## config.mk

```make
export PLATFORM = sky130hd
export DESIGN_NAME = echo_reply_rtt_statistics
export DESIGN_NICKNAME = d
export VERILOG_FILES = /design/src/rtl/ert_pkg.sv /design/src/rtl/ert_front.sv /design/src/rtl/ert_fifo.sv /design/src/rtl/ert_back.sv /design/src/rtl/echo_reply_rtt_statistics.sv
export SDC_FILE = /design/constraint.sdc
export NUM_CORES = 2
export LEC_CHECK = 0
export BUFFER_PORTS_ARGS = -buffer_cell sky130_fd_sc_hd__buf_2
export CORE_ASPECT_RATIO = 2
export CORE_MARGIN = 2
export CORE_UTILIZATION = 36
export DETAILED_ROUTE_END_ITERATION = 10
export SLEW_MARGIN = 10
export SYNTH_ARGS = -nofsm -noshare
export SYNTH_HDL_FRONTEND = slang
export SYNTH_SLANG_ARGS = --single-unit
```

## constraint.sdc

```tcl
create_clock -name i_clk -period 13.5 [get_ports i_clk]
set_input_delay 2.7 -clock i_clk [delete_from_list [all_inputs] [get_ports i_clk]]
set_output_delay 2.7 -clock i_clk [all_outputs]
set_load 0.02 [all_outputs]
```

## src/rtl/ert_pkg.sv

```systemverilog
// Shared types, constants and register codes for the echo reply RTT statistics block.
// Used by every module in the rtl folder; depends on nothing.
package ert_pkg;

    // Result status codes.
    typedef enum logic [2:0] {
        ST_SENT      = 3'd0,
        ST_ACCEPTED  = 3'd1,
        ST_FOREIGN   = 3'd2,
        ST_NOT_REPLY = 3'd3,
        ST_SHORT     = 3'd4,
        ST_AFTER     = 3'd5
    } t_status;

    // Configuration register indexes (byte address divided by four).
    localparam int          PADDR_W        = 4;
    localparam logic [1:0]  REG_OWN_ID     = 2'd0;
    localparam logic [1:0]  REG_FINAL_CNT  = 2'd1;
    localparam logic [1:0]  REG_SEQ_OFFSET = 2'd2;

    // Register reset values.
    localparam logic [15:0] OWN_ID_RST     = 16'd0;
    localparam logic [15:0] FINAL_CNT_RST  = 16'd64;
    localparam logic [15:0] SEQ_OFFSET_RST = 16'd0;

    // Length limits of the ICMP message.
    localparam logic [15:0] MIN_ICMP_LEN   = 16'd8;
    localparam logic [15:0] MIN_REPLY_LEN  = 16'd16;

    // Seconds difference is clamped to this window before scaling. Outside of it the
    // microsecond difference can no longer pull the result back across zero or 2^32.
    localparam int          DSEC_W         = 14;
    localparam logic signed [32:0] DSEC_LO = -33'sd2;
    localparam logic signed [32:0] DSEC_HI = 33'sd4298;
    localparam logic signed [20:0] USEC_PER_SEC = 21'sd1000000;
    localparam int          PROD_W         = 34;
    localparam int          DUSEC_W        = 21;

    // Default depth of the queue between front and back.
    localparam int          QUEUE_DEPTH    = 2;

    // Item held in the front register after classification.
    typedef struct packed {
        t_status             status;
        logic [15:0]         icmp_bytes;
        logic [16:0]         shown_seq;
        logic [7:0]          ttl;
        logic                seq_last;
        logic [DSEC_W-1:0]   dsec;
        logic [DUSEC_W-1:0]  dusec;
    } t_front;

    // Item held in the queue, with the scaled seconds difference.
    typedef struct packed {
        t_status             status;
        logic [15:0]         icmp_bytes;
        logic [16:0]         shown_seq;
        logic [7:0]          ttl;
        logic                seq_last;
        logic [PROD_W-1:0]   sec_us;
        logic [DUSEC_W-1:0]  dusec;
    } t_item;

    // One result transfer.
    typedef struct packed {
        t_status      status;
        logic [31:0]  rtt_us;
        logic [16:0]  shown_seq;
        logic [7:0]   ttl_out;
        logic [15:0]  icmp_bytes;
        logic         final_reply;
        logic [31:0]  min_rtt;
        logic [31:0]  max_rtt;
        logic [47:0]  total_rtt;
        logic [31:0]  replies;
        logic [31:0]  sent;
    } t_result;

endpackage

```

## src/rtl/ert_front.sv

```systemverilog
// Front part: accepts input transfers, classifies packets and prepares the RTT terms.
// Depends on ert_pkg; feeds ert_fifo.
module ert_front (
    input  logic                 i_clk,
    input  logic                 i_rst_n,
    input  logic                 i_in_valid,
    output logic                 o_in_stall,
    input  logic                 i_func,
    input  logic [3:0]           i_header_words,
    input  logic [15:0]          i_packet_len,
    input  logic [7:0]           i_icmp_kind,
    input  logic [15:0]          i_icmp_ident,
    input  logic [15:0]          i_echo_seq,
    input  logic [7:0]           i_ip_ttl,
    input  logic [31:0]          i_send_sec,
    input  logic [19:0]          i_send_usec,
    input  logic [31:0]          i_recv_sec,
    input  logic [19:0]          i_recv_usec,
    input  logic [15:0]          i_own_id,
    input  logic [15:0]          i_final_count,
    input  logic [15:0]          i_seq_offset,
    input  logic                 i_full,
    output logic                 o_push,
    output ert_pkg::t_item       o_item
);

    logic               r_valid;
    logic               n_valid;
    ert_pkg::t_front    r_stage;
    ert_pkg::t_front    n_stage;
    logic               accept;
    logic [5:0]         hdr_bytes;
    logic [15:0]        ibytes;
    logic signed [32:0] dsec;
    logic signed [ert_pkg::PROD_W-1:0] sec_us;

    // Handshake: the stage frees up whenever its item moves into the queue.
    assign o_in_stall = r_valid & i_full;
    assign accept     = i_in_valid & ~o_in_stall;
    assign o_push     = r_valid & ~i_full;
    assign n_valid    = accept | (r_valid & i_full);

    // Classification of the incoming item.
    always_comb begin
        hdr_bytes = {i_header_words, 2'b00};
        ibytes    = (i_packet_len > {10'd0, hdr_bytes}) ?
                    (i_packet_len - {10'd0, hdr_bytes}) : 16'd0;
        dsec      = $signed({1'b0, i_recv_sec}) - $signed({1'b0, i_send_sec});

        n_stage            = '0;
        n_stage.shown_seq  = {1'b0, i_echo_seq} + {1'b0, i_seq_offset};
        n_stage.ttl        = i_ip_ttl;
        n_stage.seq_last   = (i_final_count != 16'd0) && (i_echo_seq == i_final_count - 16'd1);
        n_stage.dusec      = ert_pkg::DUSEC_W'($signed({1'b0, i_recv_usec})
                                               - $signed({1'b0, i_send_usec}));
        if (dsec < ert_pkg::DSEC_LO) begin
            n_stage.dsec = ert_pkg::DSEC_W'(ert_pkg::DSEC_LO);
        end else if (dsec > ert_pkg::DSEC_HI) begin
            n_stage.dsec = ert_pkg::DSEC_W'(ert_pkg::DSEC_HI);
        end else begin
            n_stage.dsec = ert_pkg::DSEC_W'(dsec);
        end

        if (!i_func) begin
            n_stage.status     = ert_pkg::ST_SENT;
            n_stage.icmp_bytes = 16'd0;
        end else begin
            n_stage.icmp_bytes = ibytes;
            if (ibytes < ert_pkg::MIN_ICMP_LEN) begin
                n_stage.status = ert_pkg::ST_SHORT;
            end else if (i_icmp_kind != 8'd0) begin
                n_stage.status = ert_pkg::ST_NOT_REPLY;
            end else if (i_icmp_ident != i_own_id) begin
                n_stage.status = ert_pkg::ST_FOREIGN;
            end else if (ibytes < ert_pkg::MIN_REPLY_LEN) begin
                n_stage.status = ert_pkg::ST_SHORT;
            end else begin
                n_stage.status = ert_pkg::ST_ACCEPTED;
            end
        end
    end

    // Scale the clamped seconds difference on the way into the queue.
    always_comb begin
        sec_us            = $signed(r_stage.dsec) * ert_pkg::USEC_PER_SEC;
        o_item.status     = r_stage.status;
        o_item.icmp_bytes = r_stage.icmp_bytes;
        o_item.shown_seq  = r_stage.shown_seq;
        o_item.ttl        = r_stage.ttl;
        o_item.seq_last   = r_stage.seq_last;
        o_item.sec_us     = sec_us;
        o_item.dusec      = r_stage.dusec;
    end

    // Stage valid flag.
    always_ff @(posedge i_clk) begin
        if (!i_rst_n) begin
            r_valid <= 1'b0;
        end else begin
            r_valid <= n_valid;
        end
    end

    // Stage payload.
    always_ff @(posedge i_clk) begin
        if (accept) begin
            r_stage <= n_stage;
        end
    end

endmodule

```

## src/rtl/ert_fifo.sv

```systemverilog
// Short register queue that decouples the front from the back.
// Depends on ert_pkg for the entry type.
module ert_fifo #(
    parameter int DEPTH = ert_pkg::QUEUE_DEPTH
) (
    input  logic            i_clk,
    input  logic            i_rst_n,
    input  logic            i_push,
    input  ert_pkg::t_item  i_item,
    input  logic            i_pop,
    output ert_pkg::t_item  o_head,
    output logic            o_full,
    output logic            o_empty
);

    localparam int PW = (DEPTH > 1) ? $clog2(DEPTH) : 1;
    localparam int CW = $clog2(DEPTH + 1);

    ert_pkg::t_item r_mem [DEPTH];
    logic [PW-1:0]  r_wr_ptr;
    logic [PW-1:0]  r_rd_ptr;
    logic [CW-1:0]  r_count;
    logic [PW-1:0]  n_wr_ptr;
    logic [PW-1:0]  n_rd_ptr;
    logic [CW-1:0]  n_count;
    logic           do_push;
    logic           do_pop;

    assign o_full  = (r_count == CW'(DEPTH));
    assign o_empty = (r_count == '0);
    assign o_head  = r_mem[r_rd_ptr];
    assign do_push = i_push & ~o_full;
    assign do_pop  = i_pop & ~o_empty;

    // Pointer and fill count update, with wrap at the depth.
    always_comb begin
        n_wr_ptr = r_wr_ptr;
        n_rd_ptr = r_rd_ptr;
        n_count  = r_count;
        if (do_push) begin
            n_wr_ptr = (r_wr_ptr == PW'(DEPTH - 1)) ? '0 : r_wr_ptr + PW'(1);
        end
        if (do_pop) begin
            n_rd_ptr = (r_rd_ptr == PW'(DEPTH - 1)) ? '0 : r_rd_ptr + PW'(1);
        end
        if (do_push && !do_pop) begin
            n_count = r_count + CW'(1);
        end else if (do_pop && !do_push) begin
            n_count = r_count - CW'(1);
        end
    end

    // Control registers.
    always_ff @(posedge i_clk) begin
        if (!i_rst_n) begin
            r_wr_ptr <= '0;
            r_rd_ptr <= '0;
            r_count  <= '0;
        end else begin
            r_wr_ptr <= n_wr_ptr;
            r_rd_ptr <= n_rd_ptr;
            r_count  <= n_count;
        end
    end

    // Entry storage.
    always_ff @(posedge i_clk) begin
        if (do_push) begin
            r_mem[r_wr_ptr] <= i_item;
        end
    end

endmodule

```

## src/rtl/ert_back.sv

```systemverilog
// Back part: finishes the RTT, updates the statistics and holds the result register.
// Depends on ert_pkg; takes items from ert_fifo.
module ert_back (
    input  logic             i_clk,
    input  logic             i_rst_n,
    input  ert_pkg::t_item   i_head,
    input  logic             i_empty,
    output logic             o_pop,
    output logic             o_out_valid,
    input  logic             i_out_stall,
    output ert_pkg::t_result o_result
);

    logic             r_out_valid;
    ert_pkg::t_result r_out;
    ert_pkg::t_result n_out;
    logic [31:0]      r_min;
    logic [31:0]      r_max;
    logic [47:0]      r_total;
    logic [31:0]      r_replies;
    logic [31:0]      r_sent;
    logic             r_finished;
    logic [31:0]      n_min;
    logic [31:0]      n_max;
    logic [47:0]      n_total;
    logic [31:0]      n_replies;
    logic [31:0]      n_sent;
    logic             n_finished;
    logic signed [ert_pkg::PROD_W-1:0] rtt_sum;
    logic [31:0]      rtt;
    logic [48:0]      total_sum;

    // Take the queue head whenever the result register is free or being emptied.
    assign o_pop       = ~i_empty & (~r_out_valid | ~i_out_stall);
    assign o_out_valid = r_out_valid;
    assign o_result    = r_out;

    // Round-trip time, clamped at zero and saturated at 32 bits.
    always_comb begin
        rtt_sum = $signed(i_head.sec_us)
                + ert_pkg::PROD_W'($signed(i_head.dusec));
        if (rtt_sum[ert_pkg::PROD_W-1]) begin
            rtt = 32'd0;
        end else if (rtt_sum[32]) begin
            rtt = '1;
        end else begin
            rtt = rtt_sum[31:0];
        end
        total_sum = {1'b0, r_total} + 49'(rtt);
    end

    // Statistics update and result assembly.
    always_comb begin
        n_min      = r_min;
        n_max      = r_max;
        n_total    = r_total;
        n_replies  = r_replies;
        n_sent     = r_sent;
        n_finished = r_finished;

        n_out            = '0;
        n_out.status     = i_head.status;
        n_out.icmp_bytes = i_head.icmp_bytes;

        if (r_finished) begin
            n_out.status     = ert_pkg::ST_AFTER;
            n_out.icmp_bytes = 16'd0;
        end else begin
            case (i_head.status)
                ert_pkg::ST_SENT: begin
                    if (r_sent != '1) begin
                        n_sent = r_sent + 32'd1;
                    end
                end
                ert_pkg::ST_ACCEPTED: begin
                    if (rtt > r_max) begin
                        n_max = rtt;
                    end
                    if (rtt < r_min) begin
                        n_min = rtt;
                    end
                    n_total = total_sum[48] ? '1 : total_sum[47:0];
                    if (r_replies != '1) begin
                        n_replies = r_replies + 32'd1;
                    end
                    n_out.rtt_us      = rtt;
                    n_out.shown_seq   = i_head.shown_seq;
                    n_out.ttl_out     = i_head.ttl;
                    n_out.final_reply = i_head.seq_last;
                    n_finished        = i_head.seq_last;
                end
                default: begin
                end
            endcase
        end

        n_out.min_rtt   = n_min;
        n_out.max_rtt   = n_max;
        n_out.total_rtt = n_total;
        n_out.replies   = n_replies;
        n_out.sent      = n_sent;
    end

    // Statistics state and result valid flag.
    always_ff @(posedge i_clk) begin
        if (!i_rst_n) begin
            r_out_valid <= 1'b0;
            r_min       <= '1;
            r_max       <= '0;
            r_total     <= '0;
            r_replies   <= '0;
            r_sent      <= '0;
            r_finished  <= 1'b0;
        end else begin
            r_out_valid <= o_pop | (r_out_valid & i_out_stall);
            if (o_pop) begin
                r_min      <= n_min;
                r_max      <= n_max;
                r_total    <= n_total;
                r_replies  <= n_replies;
                r_sent     <= n_sent;
                r_finished <= n_finished;
            end
        end
    end

    // Result payload.
    always_ff @(posedge i_clk) begin
        if (o_pop) begin
            r_out <= n_out;
        end
    end

    // Once the run has finished, every item taken is reported as after finish.
    a_after_finish: assert property (@(posedge i_clk) disable iff (!i_rst_n)
        (r_finished && o_pop) |=> (r_out.status == ert_pkg::ST_AFTER))
        else $error("item after finish not reported as such");

    // With at least one reply counted, the minimum never exceeds the maximum.
    a_min_max: assert property (@(posedge i_clk) disable iff (!i_rst_n)
        (r_replies != 32'd0) |-> (r_min <= r_max))
        else $error("minimum RTT above maximum RTT");

    // A final reply is an accepted reply and leaves the run finished.
    a_final: assert property (@(posedge i_clk) disable iff (!i_rst_n)
        (r_out_valid && r_out.final_reply) |->
        ((r_out.status == ert_pkg::ST_ACCEPTED) && r_finished))
        else $error("final reply flag without accepted status or finish");

endmodule

```

## src/rtl/echo_reply_rtt_statistics.sv

```systemverilog
// Top level of the echo reply RTT statistics block: APB registers and the three parts.
// Depends on ert_pkg, ert_front, ert_fifo and ert_back.
//
// The block takes one transfer per clock cycle while its input is not stalled, either a
// send event or the header fields of a received IPv4 packet, and returns exactly one
// result transfer for each. A transfer is classified in the front register, is scaled
// into the queue (QUEUE_DEPTH entries), and is finished in the back stage, which updates
// the minimum, maximum, total and counts and loads the result register. A result becomes
// valid once its transfer has passed the front register and the queue and has been loaded
// into the result register; one result leaves per cycle as long as the output is not
// stalled, the one statistics update per cycle in the back stage setting that rate.
// Stalls on the output fill the result register, the queue and the front register before
// the input stalls. Registers own_id, final_count and seq_offset sit at byte addresses
// 0, 4 and 8 and should only be written while no transfer is in flight.
module echo_reply_rtt_statistics #(
    parameter int QUEUE_DEPTH = ert_pkg::QUEUE_DEPTH
) (
    input  logic                        i_clk,
    input  logic                        i_rst_n,
    // Configuration port.
    input  logic                        psel,
    input  logic                        penable,
    input  logic                        pwrite,
    input  logic [ert_pkg::PADDR_W-1:0] paddr,
    input  logic [31:0]                 pwdata,
    output logic [31:0]                 prdata,
    output logic                        pready,
    // Input channel.
    input  logic                        i_in_valid,
    output logic                        o_in_stall,
    input  logic                        i_func,
    input  logic [3:0]                  i_header_words,
    input  logic [15:0]                 i_packet_len,
    input  logic [7:0]                  i_icmp_kind,
    input  logic [15:0]                 i_icmp_ident,
    input  logic [15:0]                 i_echo_seq,
    input  logic [7:0]                  i_ip_ttl,
    input  logic [31:0]                 i_send_sec,
    input  logic [19:0]                 i_send_usec,
    input  logic [31:0]                 i_recv_sec,
    input  logic [19:0]                 i_recv_usec,
    // Output channel.
    output logic                        o_out_valid,
    input  logic                        i_out_stall,
    output logic [2:0]                  o_status,
    output logic [31:0]                 o_rtt_us,
    output logic [16:0]                 o_shown_seq,
    output logic [7:0]                  o_ttl_out,
    output logic [15:0]                 o_icmp_bytes,
    output logic                        o_final_reply,
    output logic [31:0]                 o_min_rtt_out,
    output logic [31:0]                 o_max_rtt_out,
    output logic [47:0]                 o_total_rtt_out,
    output logic [31:0]                 o_replies_out,
    output logic [31:0]                 o_sent_out
);

    logic [15:0]      r_own_id;
    logic [15:0]      r_final_count;
    logic [15:0]      r_seq_offset;
    logic             cfg_write;
    logic             push;
    logic             pop;
    logic             full;
    logic             empty;
    ert_pkg::t_item   push_item;
    ert_pkg::t_item   head_item;
    ert_pkg::t_result result;

    // Configuration registers.
    assign pready    = 1'b1;
    assign cfg_write = psel & penable & pwrite & pready;

    always_ff @(posedge i_clk) begin
        if (!i_rst_n) begin
            r_own_id      <= ert_pkg::OWN_ID_RST;
            r_final_count <= ert_pkg::FINAL_CNT_RST;
            r_seq_offset  <= ert_pkg::SEQ_OFFSET_RST;
        end else if (cfg_write) begin
            unique case (paddr[3:2])
                ert_pkg::REG_OWN_ID:     r_own_id      <= pwdata[15:0];
                ert_pkg::REG_FINAL_CNT:  r_final_count <= pwdata[15:0];
                ert_pkg::REG_SEQ_OFFSET: r_seq_offset  <= pwdata[15:0];
                default: begin
                end
            endcase
        end
    end

    // Register read-back.
    always_comb begin
        unique case (paddr[3:2])
            ert_pkg::REG_OWN_ID:     prdata = {16'd0, r_own_id};
            ert_pkg::REG_FINAL_CNT:  prdata = {16'd0, r_final_count};
            ert_pkg::REG_SEQ_OFFSET: prdata = {16'd0, r_seq_offset};
            default:                 prdata = 32'd0;
        endcase
    end

    // Front: accept and classify.
    ert_front u_front (
        .i_clk          (i_clk),
        .i_rst_n        (i_rst_n),
        .i_in_valid     (i_in_valid),
        .o_in_stall     (o_in_stall),
        .i_func         (i_func),
        .i_header_words (i_header_words),
        .i_packet_len   (i_packet_len),
        .i_icmp_kind    (i_icmp_kind),
        .i_icmp_ident   (i_icmp_ident),
        .i_echo_seq     (i_echo_seq),
        .i_ip_ttl       (i_ip_ttl),
        .i_send_sec     (i_send_sec),
        .i_send_usec    (i_send_usec),
        .i_recv_sec     (i_recv_sec),
        .i_recv_usec    (i_recv_usec),
        .i_own_id       (r_own_id),
        .i_final_count  (r_final_count),
        .i_seq_offset   (r_seq_offset),
        .i_full         (full),
        .o_push         (push),
        .o_item         (push_item)
    );

    // Queue between front and back.
    ert_fifo #(
        .DEPTH (QUEUE_DEPTH)
    ) u_fifo (
        .i_clk   (i_clk),
        .i_rst_n (i_rst_n),
        .i_push  (push),
        .i_item  (push_item),
        .i_pop   (pop),
        .o_head  (head_item),
        .o_full  (full),
        .o_empty (empty)
    );

    // Back: statistics and result register.
    ert_back u_back (
        .i_clk       (i_clk),
        .i_rst_n     (i_rst_n),
        .i_head      (head_item),
        .i_empty     (empty),
        .o_pop       (pop),
        .o_out_valid (o_out_valid),
        .i_out_stall (i_out_stall),
        .o_result    (result)
    );

    // Result fields.
    assign o_status        = result.status;
    assign o_rtt_us        = result.rtt_us;
    assign o_shown_seq     = result.shown_seq;
    assign o_ttl_out       = result.ttl_out;
    assign o_icmp_bytes    = result.icmp_bytes;
    assign o_final_reply   = result.final_reply;
    assign o_min_rtt_out   = result.min_rtt;
    assign o_max_rtt_out   = result.max_rtt;
    assign o_total_rtt_out = result.total_rtt;
    assign o_replies_out   = result.replies;
    assign o_sent_out      = result.sent;

endmodule

```

==> flow_summary.ini <==
[synth]
yosys-top-cells-area = sky130_fd_sc_hd__edfxtp_1, sky130_fd_sc_hd__dfxtp_1, sky130_fd_sc_hd__ha_1, sky130_fd_sc_hd__xnor2_1, sky130_fd_sc_hd__nor2_1
ys.flop_type = sky130_fd_sc_hd__edfxtp_1
synthArstFlopShare_pct = 0
synth.mux.area_fraction_pct = 5.48
combined_area_of_all_synthesized_cells_mm2 = 0.0421
synth_simple_gate_area_share_pct = 13.1
synthAdderAreaFrac_pct = 11.7
synth-xor-area-share_pct = 5.68
syn_area_per_cell_um2 = 10.7
synth_edf_count = 521
seq_area_frac_synth_pct = 48.2
post_synthesis_cell_type_count = 91
synth.yosys.warnings = 0
synth_top_family_by_area = simple AND/OR/NAND/NOR gates
yosys_register_bits = 753
area_share_of_the_largest_cell_type_after_synthesis_pct = 37.2
synth_cells = 3952
synth_area_leader_cell = sky130_fd_sc_hd__edfxtp_1
synth_compound_area_share_pct = 11.8

[clock_tree]
clock_insertion_delay_worst_skew_ps = 660
postCtsHoldBufs = 0
max-clock-path-buffers = 3
cts.repair.resized = 0
cts_tree = built
tritoncts.num_buffers = 73
ctsHtreeMaxLevel = 3
clk_root_buffer_cell = sky130_fd_sc_hd__clkbuf_16
worst_setup_hold_path_clk_slew_ps = 80
clock-sinks = 753
cts_setup_buffers = 0

[floorplan]
row_count = 177
chipWidth_um = 246
chipHeight_um = 488
initial_utilization_pct = 36.3
core_area_mm2 = 0.116
design.die.area_mm2 = 0.120
boundaryPins = 504

[run_status]
result_of_the_run = finished clean

[detailed_routing]
dr.pass1.iters = 5
drc = 0
via_count = 30500
detail_route.iter0.violations = 1241
post_detailed_routing_wire_length_um = 109000
via_per_inst = 5.10
avgRoutedWirePerCell_um = 18.2
route.antenna.remaining_nets = 0

[sta]
finalCritPeriodShare_pct = 65.9
max_clk_rate_mhz = 112
setup_tns_ps = 0
skew_ps = 23.5
worstMarginPinSlew_ps = 1120
timing.final.max_slew_violations = 0
grt_setup_unrepaired = false
slew_headroom_pct = 24.5
min_period_ps = 8900
setup-violations-final = 0
hold_viol_final = 0
setup_slack_ps = 4600

[layout]
final_common_cell = sky130_fd_sc_hd__edfxtp_1
finalCoreUtilization_pct = 41.9
layout.cells.most_common_list = sky130_fd_sc_hd__edfxtp_1, sky130_fd_sc_hd__buf_2, sky130_fd_sc_hd__nor2_1, sky130_fd_sc_hd__nand2_1, sky130_fd_sc_hd__ha_1
final_area_mm2 = 0.0486
fill_cells = 11200
num-nets-final = 4977
final_layout_size_suffix_gt1_share_pct = 18.6
syn_to_final_growth_pct = 15.5

[power]
peakVddDrop_mv = 0.177
static-leakage-power_nw = 19.9
power_density_of_the_placed_cells_mw_per_mm2 = 262

[worst_setup_path]
setup.worst_path.class = reg2reg
worstSetupStartpointType = flip-flop
worstPathCellList = buf_4, mux2_2, ha_1, a21o_1, a21o_1, a21oi_1, a21boi_0, o21ai_0, nor3_1, or2_2, nor2_1, fa_1, a21oi_1, o21bai_1, a21oi_1, o21ai_1, a21oi_1, nor2b_1, o311a_1, a41oi_1, nor3_2, and3_1, a221oi_1
critical_path.n_buffers_inverters = 1
end_kind = flip-flop
worst_ep_arrival_time_ps = 9450
critical_path_required_ps = 14050
critical_path_fanouts_max = 40
r2r_cells = 23
slowest_cell_delay_on_critical_path_ps = 730
slowest_stage = sky130_fd_sc_hd__or2_2
cp_top_family = compound AO/OA/AOI/OAI gates
worst_reg2reg_path_endpoint = u_back.r_total[40]
reg2reg_slack_ps = 4600
crit_path_frequent_cell = sky130_fd_sc_hd__a21oi_1

[grt]
first_global_vias = 30800
initial_antenna_violation_count = 3
gr-total-overflow = 0
grtUsageTotal_pct = 17.9
global_route_wire_length_before_repair_um = 168000
maximum_number_of_pins_on_one_net_before_global_route_repair = 119

[place]
place_congestion = 0.868
detailedPlace.worstSlack_ps = 4450
port-buffer-count = 468
dpl-instance-area_mm2 = 0.0461
half_perimeter_wire_length_after_placement_um = 81700

[hold_path]
min_delay_worst_endpoint = u_fifo.r_mem[1][10]
worst_hold_path.num_cells = 0
hold_class = reg2reg
worst_hold_startpoint = u_front.o_item[10]

[job]
maxCapViolations = 0
[registers in the layout, indices dropped and copies added, names as in the netlist, 2 cells and up, named ones only]
signal / flops
u_back.r_sent: 32
u_back.r_total: 48
u_fifo.r_mem: 188
u_front.r_stage: 14
u_back.r_max: 32
u_back.r_replies: 32
r_own_id: 16
u_fifo.r_count: 2
u_back.r_min: 32
r_final_count: 16
r_seq_offset: 16
u_back.o_result: 253
u_front.o_item: 66
[worst register-to-register path: cells and delay by family, from the launching register on]
family / cells / cell delay [ps]
adder cells (fa/ha/maj): 2 / 950
multiplexers: 1 / 550
buffers and inverters: 1 / 570
AO/OA/AOI/OAI: 13 / 3790
flip-flops: 1 / 580
AND/OR/NAND/NOR: 6 / 2360
[area by class of cell]
class,count,area (um2),share of cell area [%]
flip-flops and latches,753,20300,41.7
multi-input cells,2790,20200,41.6
repair buffers,514,2690,5.53
clock buffers,85,1900,3.91
well taps,1521,1900,3.91
inverters,267,1010,2.09
clock inverters,51,593,1.22
diodes,1,2.50,0.00515
[power breakdown]
group	total, mW	switching [mW]	internal [mW]	leakage (nW)
clock	2.15	0.970	1.18	1.21
sequential	3.63	0.236	3.39	6.79
combinational	6.96	4.32	2.64	11.9
total	12.7	5.52	7.22	19.9
[metrics by stage]
step,power (mW),hold WS (ps),std cells
finish,12.7,428,5982
floorplan,8.64,421,3967
CTS,12.9,430,5981
global placement,10.6,422,5845
global route,13.8,442,5982
detailed placement,10.7,429,5845
[routing by layer]
layer | GRT usage (%) | vias up | wire length [um]
met2 | 34.1 | 759 | 57900
met4 | 7.26 | 2 | 3940
met1 | 19.7 | 14500 | 42400
met5 | 0 | - | 12
met3 | 2.54 | 177 | 4410
li1 | - | 15100 | -
[cells by family (layout without fill, tap and decap cells)]
logic type,after synthesis,in the layout
and+or+nand+nor,1169,1169
buffers and inverters,424,917
DFF,753,753
other,2,18
adders and majority gates,362,362
xor gates and xnor gates,273,273
muxes,216,216
AOI/OAI and AO/OA,753,753
[synth_stat cells, drive strengths merged, types with 6 or more instances]
cell type	number
o211a	14
a21boi	11
nor3b	7
o221a	26
nand2b	17
mux2	116
o31ai	11
a311oi	9
clkbuf	115
inv	267
and2	50
mux2i	100
ha	308
xnor2	175
a211o	9
nand4	44
and4	16
or4	9
a211oi	23
nor2	354
nor3	94
a31o	6
o21bai	12
edfxtp	521
nand3	80
nor2b	41
buf	42
o211ai	21
o21ai	134
and3	46
nand2	341
a41oi	7
dfxtp	232
a21oi	260
xor2	98
a31oi	24
a21o	74
o22a	31
or3	34
o21a	33
o2111ai	6
nor4	19
fa	54
[how the worst max path moves through the flow]
stage	slack, ps	to	depth (start not counted)	from
after floorplan	2130	u_back.r_finished	7	i_out_stall
after global placement	4500	u_back.r_total[4]	24	flip-flop
after detailed placement	4450	u_back.r_total[13]	24	flip-flop
after CTS	4400	u_back.r_total[40]	23	flip-flop
after global routing	4060	u_back.r_total[7]	24	flip-flop
final	4600	u_back.r_total[40]	23	flip-flop
(Power assumes the default switching activity.)
